==> config.mk <==
export PLATFORM = sky130hd
export DESIGN_NAME = hsmt_core
export DESIGN_NICKNAME = d
export VERILOG_FILES = /design/src/sv/hsmt_pkg.sv /design/src/sv/hsmt_core.sv
export SDC_FILE = /design/constraint.sdc
export NUM_CORES = 1
export LEC_CHECK = 0
export BUFFER_PORTS_ARGS = -buffer_cell sky130_fd_sc_hd__buf_2
export CORE_UTILIZATION = 45
export CTS_CLUSTER_DIAMETER = 80
export DETAILED_ROUTE_END_ITERATION = 12
export PLACE_DENSITY = 0.72
export REMOVE_ABC_BUFFERS = 1
export SYNTH_ARGS = -nofsm -noshare
export SYNTH_HDL_FRONTEND = slang
export SYNTH_SLANG_ARGS = --single-unit
==> constraint.sdc <==
create_clock -name clk_i -period 7.1 [get_ports clk_i]
set_input_delay 0.71 -clock clk_i [delete_from_list [all_inputs] [get_ports clk_i]]
set_output_delay 0.71 -clock clk_i [all_outputs]
set_load 0.02 [all_outputs]
==> src/sv/hsmt_pkg.sv <==
// Shared types, codes and constants of the hazard siren mute and test controller.
// No dependencies; every other file of the block imports this package.
`default_nettype none

package hsmt_pkg;

  localparam int unsigned MS_W       = 48;
  localparam int unsigned EP_W       = 32;
  localparam int unsigned DUR_W      = 16;
  localparam int unsigned QDIG_W     = 16;
  localparam int unsigned REM_W      = 10;
  localparam int unsigned CHUNK_W    = 26;
  localparam int unsigned NUM_STAGES = 7;

  // floor(v / 1000) for v below 2^26 equals (v * RECIP) >> RECIP_SHIFT exactly.
  localparam logic [26:0] RECIP       = 27'd68719477;
  localparam int unsigned RECIP_SHIFT = 36;
  localparam logic [9:0]  THOUSAND    = 10'd1000;

  // 2^48 = 281474976710 * 1000 + 656; only the low 32 bits of the quotient are kept.
  localparam logic [31:0] WRAP_Q      = 32'd2302102470;
  localparam logic [9:0]  WRAP_R      = 10'd656;
  localparam logic [9:0]  WRAP_R_COMP = 10'd344;

  localparam logic [2:0] RISK_ALARM     = 3'd2;
  localparam logic [2:0] RISK_EMERGENCY = 3'd3;
  localparam logic [2:0] RISK_FAULT     = 3'd4;

  typedef enum logic [2:0] {
    OP_TICK       = 3'd0,
    OP_SET_RISK   = 3'd1,
    OP_START_TEST = 3'd2,
    OP_MUTE       = 3'd3,
    OP_RESTORE    = 3'd4,
    OP_READ_CLEAR = 3'd5
  } op_e;

  typedef enum logic [2:0] {
    ST_APPLIED      = 3'd0,
    ST_BAD_DURATION = 3'd1,
    ST_HAZARD       = 3'd2,
    ST_NOT_SOUNDING = 3'd3,
    ST_NO_CMD       = 3'd4
  } status_e;

  typedef enum logic [1:0] {
    AUD_SILENT   = 2'd0,
    AUD_SOUNDING = 2'd1,
    AUD_MUTED    = 2'd2
  } audible_e;

  typedef struct packed {
    logic [2:0]       op;
    logic [2:0]       risk;
    logic [DUR_W-1:0] dur;
    logic [EP_W-1:0]  ep;
    logic [MS_W-1:0]  ms;
    logic [EP_W-1:0]  rest;
  } raw_t;

  // One beat as it moves through the preparation pipeline.
  typedef struct packed {
    logic [2:0]         op;
    logic [2:0]         risk;
    logic [DUR_W-1:0]   dur;
    logic [EP_W-1:0]    ep;
    logic [MS_W-1:0]    ms;
    logic [EP_W-1:0]    rest;
    logic [EP_W-1:0]    k;
    logic [41:0]        kmul;
    logic [MS_W:0]      sum;
    logic [CHUNK_W-1:0] v;
    logic [QDIG_W-1:0]  q;
    logic [QDIG_W-1:0]  q1;
    logic [REM_W-1:0]   sr;
  } pipe_t;

  typedef struct packed {
    status_e         status;
    audible_e        audible;
    logic [2:0]      risk;
    logic [EP_W-1:0] mute_epoch;
    logic            changed;
  } res_t;

  function automatic logic [QDIG_W-1:0] div_chunk(input logic [CHUNK_W-1:0] v);
    logic [52:0] prod;
    prod = 53'(v) * 53'(RECIP);
    return prod[RECIP_SHIFT +: QDIG_W];
  endfunction

  // q * 1000 as 1024q - 16q - 8q.
  function automatic logic [CHUNK_W-1:0] mul_1000(input logic [QDIG_W-1:0] q);
    logic [CHUNK_W-1:0] qx;
    qx = CHUNK_W'(q);
    return (qx << 10) - (qx << 4) - (qx << 3);
  endfunction

  function automatic logic is_hazard(input logic [2:0] r);
    return (r == RISK_ALARM) || (r == RISK_EMERGENCY);
  endfunction

endpackage

`default_nettype wire

==> src/sv/hsmt_core.sv <==
// Controller state and the one-pass command and reconcile logic, with the
// result register. Uses hsmt_pkg; fed by hsmt_prep.
`default_nettype none

module hsmt_core (
  input  logic            clk_i,
  input  logic            rst_ni,
  input  logic            item_valid_i,
  output logic            item_ready_o,
  input  hsmt_pkg::pipe_t item_i,
  output logic            res_valid_o,
  input  logic            res_ready_i,
  output hsmt_pkg::res_t  res_o
);
  import hsmt_pkg::*;

  logic [2:0]       risk_q, risk_v;
  audible_e         aud_q, aud_v, aud_tgt;
  logic [MS_W-1:0]  mend_q, mend_v, tend_q, tend_v, new_dl;
  logic [EP_W-1:0]  mep_q, mep_v;
  logic             dirty_q, dirty_v, flag_v;
  // Mute deadline in ms as quotient (low 32 bits) and remainder by 1000.
  logic [EP_W-1:0]  mq_q, mq_v, mq_new;
  logic [REM_W-1:0] mr_q, mr_v, mr_new;
  logic [EP_W-1:0]  sq, sq_k, sec_v;
  logic [REM_W-1:0] sr;
  logic             wrap, borrow, mute_on, test_on, do_settle;
  status_e          status_v;
  res_t             res_q, res_d;
  logic             res_vld_q;
  logic             take;

  assign item_ready_o = !res_vld_q || res_ready_i;
  assign take         = item_valid_i && item_ready_o;
  assign res_valid_o  = res_vld_q;
  assign res_o        = res_q;

  // When now_ms + k*1000 wraps past 2^48 the quotient and remainder shift by 2^48.
  assign sq     = {item_i.q1, item_i.q};
  assign sr     = item_i.sr;
  assign new_dl = item_i.sum[MS_W-1:0];
  assign wrap   = item_i.sum[MS_W];
  assign borrow = sr < WRAP_R;
  assign sq_k   = sq + item_i.k;
  assign mq_new = wrap ? (sq_k - WRAP_Q - EP_W'(borrow)) : sq_k;
  assign mr_new = !wrap ? sr : (borrow ? (sr + WRAP_R_COMP) : (sr - WRAP_R));

  always_comb begin
    risk_v    = risk_q;
    aud_v     = aud_q;
    aud_tgt   = AUD_SILENT;
    mend_v    = mend_q;
    tend_v    = tend_q;
    mep_v     = mep_q;
    dirty_v   = dirty_q;
    mq_v      = mq_q;
    mr_v      = mr_q;
    status_v  = ST_NO_CMD;
    do_settle = 1'b0;
    mute_on   = 1'b0;
    test_on   = 1'b0;
    sec_v     = '0;

    case (op_e'(item_i.op))
      OP_TICK: begin
        do_settle = 1'b1;
      end
      OP_SET_RISK: begin
        if (risk_v != item_i.risk) begin
          risk_v  = item_i.risk;
          dirty_v = 1'b1;
        end
        if (is_hazard(item_i.risk)) begin
          tend_v = '0;
        end
        do_settle = 1'b1;
      end
      OP_START_TEST: begin
        if (!(item_i.dur inside {[16'd1:16'd30]})) begin
          status_v = ST_BAD_DURATION;
        end else if (is_hazard(risk_v)) begin
          status_v = ST_HAZARD;
        end else begin
          tend_v = new_dl;
          if (aud_v != AUD_SOUNDING) begin
            aud_v   = AUD_SOUNDING;
            dirty_v = 1'b1;
          end
          status_v = ST_APPLIED;
        end
      end
      OP_MUTE: begin
        if (!(item_i.dur inside {16'd30, 16'd60, 16'd180, 16'd300})) begin
          status_v = ST_BAD_DURATION;
        end else if (aud_v != AUD_SOUNDING) begin
          status_v = ST_NOT_SOUNDING;
        end else begin
          tend_v   = '0;
          mend_v   = new_dl;
          mq_v     = mq_new;
          mr_v     = mr_new;
          mep_v    = (item_i.ep == '0) ? '0 : (item_i.ep + EP_W'(item_i.dur));
          dirty_v  = 1'b1;
          aud_v    = AUD_MUTED;
          status_v = ST_APPLIED;
        end
      end
      OP_RESTORE: begin
        if ((item_i.rest == '0) || (item_i.ep == '0) || (item_i.rest <= item_i.ep)) begin
          mep_v  = '0;
          mend_v = '0;
        end else begin
          mep_v  = item_i.rest;
          mend_v = new_dl;
          mq_v   = mq_new;
          mr_v   = mr_new;
        end
        do_settle = 1'b1;
      end
      OP_READ_CLEAR: begin
      end
      default: begin
      end
    endcase

    // Reconcile: expire deadlines, fill in a missing epoch deadline, pick the sound.
    if (do_settle) begin
      mute_on = (mend_v != '0) && (item_i.ms < mend_v);
      test_on = (tend_v != '0) && (item_i.ms < tend_v);
      // Remaining whole seconds, rounded up: ceil((M - ms) / 1000).
      sec_v   = mq_v - sq + EP_W'(mr_v > sr);
      if (!mute_on && ((mend_v != '0) || (mep_v != '0))) begin
        mend_v  = '0;
        mep_v   = '0;
        dirty_v = 1'b1;
      end else if (mute_on && (item_i.ep != '0) && (mep_v == '0)) begin
        mep_v   = item_i.ep + sec_v;
        dirty_v = 1'b1;
      end
      if (!test_on) begin
        tend_v = '0;
      end
      if (is_hazard(risk_v)) begin
        aud_tgt = mute_on ? AUD_MUTED : AUD_SOUNDING;
      end else if (test_on) begin
        aud_tgt = AUD_SOUNDING;
      end else begin
        aud_tgt = AUD_SILENT;
      end
      if (aud_v != aud_tgt) begin
        aud_v   = aud_tgt;
        dirty_v = 1'b1;
      end
    end

    flag_v = dirty_v;
    if (op_e'(item_i.op) == OP_READ_CLEAR) begin
      dirty_v = 1'b0;
    end

    res_d.status     = status_v;
    res_d.audible    = aud_v;
    res_d.risk       = risk_v;
    res_d.mute_epoch = mep_v;
    res_d.changed    = flag_v;
  end

  always_ff @(posedge clk_i or negedge rst_ni) begin
    if (!rst_ni) begin
      risk_q    <= '0;
      aud_q     <= AUD_SILENT;
      mend_q    <= '0;
      tend_q    <= '0;
      mep_q     <= '0;
      dirty_q   <= 1'b0;
      mq_q      <= '0;
      mr_q      <= '0;
      res_vld_q <= 1'b0;
    end else begin
      if (item_ready_o) begin
        res_vld_q <= item_valid_i;
      end
      if (take) begin
        risk_q  <= risk_v;
        aud_q   <= aud_v;
        mend_q  <= mend_v;
        tend_q  <= tend_v;
        mep_q   <= mep_v;
        dirty_q <= dirty_v;
        mq_q    <= mq_v;
        mr_q    <= mr_v;
      end
    end
  end

  always_ff @(posedge clk_i) begin
    if (take) begin
      res_q <= res_d;
    end
  end

endmodule

`default_nettype wire

==> impl_metrics.yaml <==
outcome:
  run_status: "complete, no violations"
synth:
  yosysSeqAreaShare_pct: 26.0
  yosys.area_share.simple_pct: 19.1
  synth_mux_area_share_pct: 2.96
  synth_flop_cell: "dfrtp_1"
  avgSynthCellArea_um2: 8.52
  synth_edf_count: 41
  ys_types: 90
  synth_top_area_share_pct: 20.4
  synthCells: 2551
  synth_top_family_by_area: "compound AO/OA/AOI/OAI gates"
  netlist_area_um2: 21700
  synth_area_leaders: "dfrtp_1 (20%), ha_1 (14%), edfxtp_1 (5.7%)"
  yosys.area_share.xor_xnor_pct: 4.11
  synth_warnings: 0
  synthArstFlopShare_pct: 81.2
  yosys.area_share.adder_pct: 17.1
  synth_top_cell_by_area: "dfrtp_1"
  synth-compound-area-share_pct: 26.1
  ys_seq_elements: 218
drt:
  drc: 0
  first_pass_iters: 8
  routed_wl_mm: 81.7
  viasPerCell: 6.00
  drtAntennaViolNets: 0
  vias: 23000
  drtIter0Drc: 2399
  wl_per_cell_um: 21.3
timing:
  skew_ps: 36.8
  max_slew_margin_pct: 29.0
  rsz0062_at_grt: "true"
  hold_slack_ps: 157
  tightest_slew_ps: 1050
  setup_viol: 0
  hold_violations: 0
  min_period_over_period_pct: 98.3
  finalMaxSlewViolations: 0
  period_needed_ps: 6980
  maxClockFrequency_mhz: 143
cts:
  cts-buffers-inserted: 28
  clock-root-buffer: "clkbuf_16"
  clkTransAtPathRegs_ps: 60
  cts_hold_buffers: 0
  clock_path_buffers: 3
  cts_sinks: 218
  clk_latency_ps: 600
  cts_tree: "built"
  h-tree-depth: 1
layout:
  num-fill-cells: 4249
  final_common_cell: "buf_4"
  syn_to_final_growth_pct: 31.2
  final_nets: 3799
  final_area_um2: 28500
  drive_gt1_share_pct: 29.7
  final_cell_mix: "buf_4 (411), nand2_1 (300), buf_2 (286), ha_1 (218), dfrtp_1 (177)"
  fin_cells: 3832
min_path:
  hold_class: "in -> async"
die:
  initial_core_util_pct: 45.6
  dieArea_um2: 49200
  die_y_um: 222
  die_x_um: 222
  core.rowCount: 80
  core_area_um2: 47600
  pin_count: 372
critical_path:
  setup.worst_path.class: "in -> reg"
  r2r-start: "aud_q[0]$_DFFE_PN0P_"
  arrival_ps: 7460
  cp_slowest_cell: "nor4_4"
  cp.required_ps: 7580
  rrSetupSlack_ps: 760
  crit_path_end_kind: "flop"
  r2r-end: "mep_q[28]$_DFFE_PN0P_"
  path_max_fanout: 4
  r2r.worst_path.cells: 37
  slowest_delay_ps: 380
  cp-start-kind: "primary input"
power:
  p_leak_nw: 13.7
  p_per_area_nw_per_um2: 241
  vdd_drop_max_mv: 0.207
  power.total_mw: 6.88
global_route:
  grt_antenna_before_repair: 10
  grt_pass1_wl_mm: 126
  grt_max_degree: 74
  first_global_vias: 22400
  overflow: 0
  grtUsageTotal_pct: 32.4
placement:
  place_area_um2: 26600
  gp_congestion: 0.962
  numPortBuffers: 303
  dpl.hpwl_mm: 64.8
  dp_cells: 3756
flow_run:
  cap_violations: 0
-- flip-flops by register name, summed over array words and instances, names as in the netlist, 2 cells and up --
| name | cells |
|---|---|
| mend_q | 48 |
| tend_q | 48 |
| res_o | 41 |
| mep_q | 32 |
| mq_q | 32 |
| mr_q | 10 |
| risk_q | 3 |
| aud_q | 2 |
-- how the worst max path moves through the flow --
stage | startpoint | depth (start not counted) | to
global route | item_i[293] | 42 | mep_q[28]$_DFFE_PN0P_
finish | item_i[293] | 42 | mep_q[28]$_DFFE_PN0P_
floorplan | item_i[285] | 39 | mep_q[30]$_DFFE_PN0P_
CTS | item_i[276] | 42 | mep_q[30]$_DFFE_PN0P_
global placement | item_i[302] | 41 | mep_q[28]$_DFFE_PN0P_
detailed placement | item_i[296] | 41 | mep_q[30]$_DFFE_PN0P_
-- worst max-delay path, delay by kind of cell --
| family | cells | cell delay [ps] |
|---|---|---|
| xor+xnor | 1 | 130 |
| fa+ha+maj | 4 | 1180 |
| buf+inv | 6 | 710 |
| mux | 1 | 310 |
| simple gates | 12 | 1800 |
| compound gates | 18 | 2600 |
-- synth_stat cells, types with 17 or more instances --
library cell  instances
nand2_1             302
ha_1                243
dfrtp_1             177
a21oi_1             163
a21o_1              155
inv_1               146
o21ai_0             127
nor2_1              124
clkbuf_1             79
nor2b_1              73
xnor2_1              67
nor4_1               60
a22oi_1              54
nand4_1              51
mux2_2               42
edfxtp_1             41
nand3_1              37
o31ai_1              35
xor2_1               35
fa_1                 34
nor3_1               34
a22o_1               29
nand2b_1             29
o211ai_1             27
o21a_1               26
a211oi_1             23
and3_1               23
o22ai_2              21
a31oi_1              17
mux2i_1              17
-- logic make-up (layout without fill, tap and decap cells) --
logic type,after synthesis,after routing
fa+ha+maj,277,277
buf+inv,254,917
simple gates,826,826
xor+xnor,102,102
other cells,0,3
flops,218,218
mux,59,59
compound gates,815,815
-- where the power goes --
| group | switching (mW) | internal [mW] | leakage, nW | total [mW] |
|---|---|---|---|---|
| logic | 1.97 | 1.76 | 10.4 | 3.73 |
| registers | 0.127 | 1.48 | 2.79 | 1.61 |
| clock network | 0.617 | 0.919 | 0.480 | 1.54 |
| total | 2.71 | 4.16 | 13.7 | 6.88 |
-- per-layer routing --
metal  up-vias  wire, um  GRT usage, %
met5         -        67             0
met4        10      2170          7.97
met1     11200     37000          46.7
met2       943     35800          50.2
li1      10800         -             -
met3       141      6710          5.43
-- what timing repair did --
action	in CTS	in global routing
hold endpoints to repair	0	0
endpoints found under the setup margin	25	28
buffers inserted	2	21
gates resized for setup	25	143
gates cloned	0	0
pin swaps	14	48
-- through the flow --
step,util [%],setup WS [ps],TNS [ps]
floorplan,-,-2550,-260580
global placement,55.9,-964,-20030
detailed placement,55.9,-1070,-22210
CTS,58.1,-7.19,-7.19
global route,59.9,-244,-994
finish,59.9,118,0
-- final cells by class --
class | instances | area [um2] | share of cell area [%]
sequential | 218 | 5660 | 19.8
timing repair buffer | 718 | 4800 | 16.8
antenna | 3 | 7.51 | 0.0263
clock buffer | 38 | 821 | 2.88
inverter | 148 | 573 | 2.01
multi-input combinational | 2079 | 15700 | 55.1
clock inverter | 13 | 161 | 0.566
tap | 615 | 769 | 2.70
Note: power is estimated with default switching activity, not from simulation.
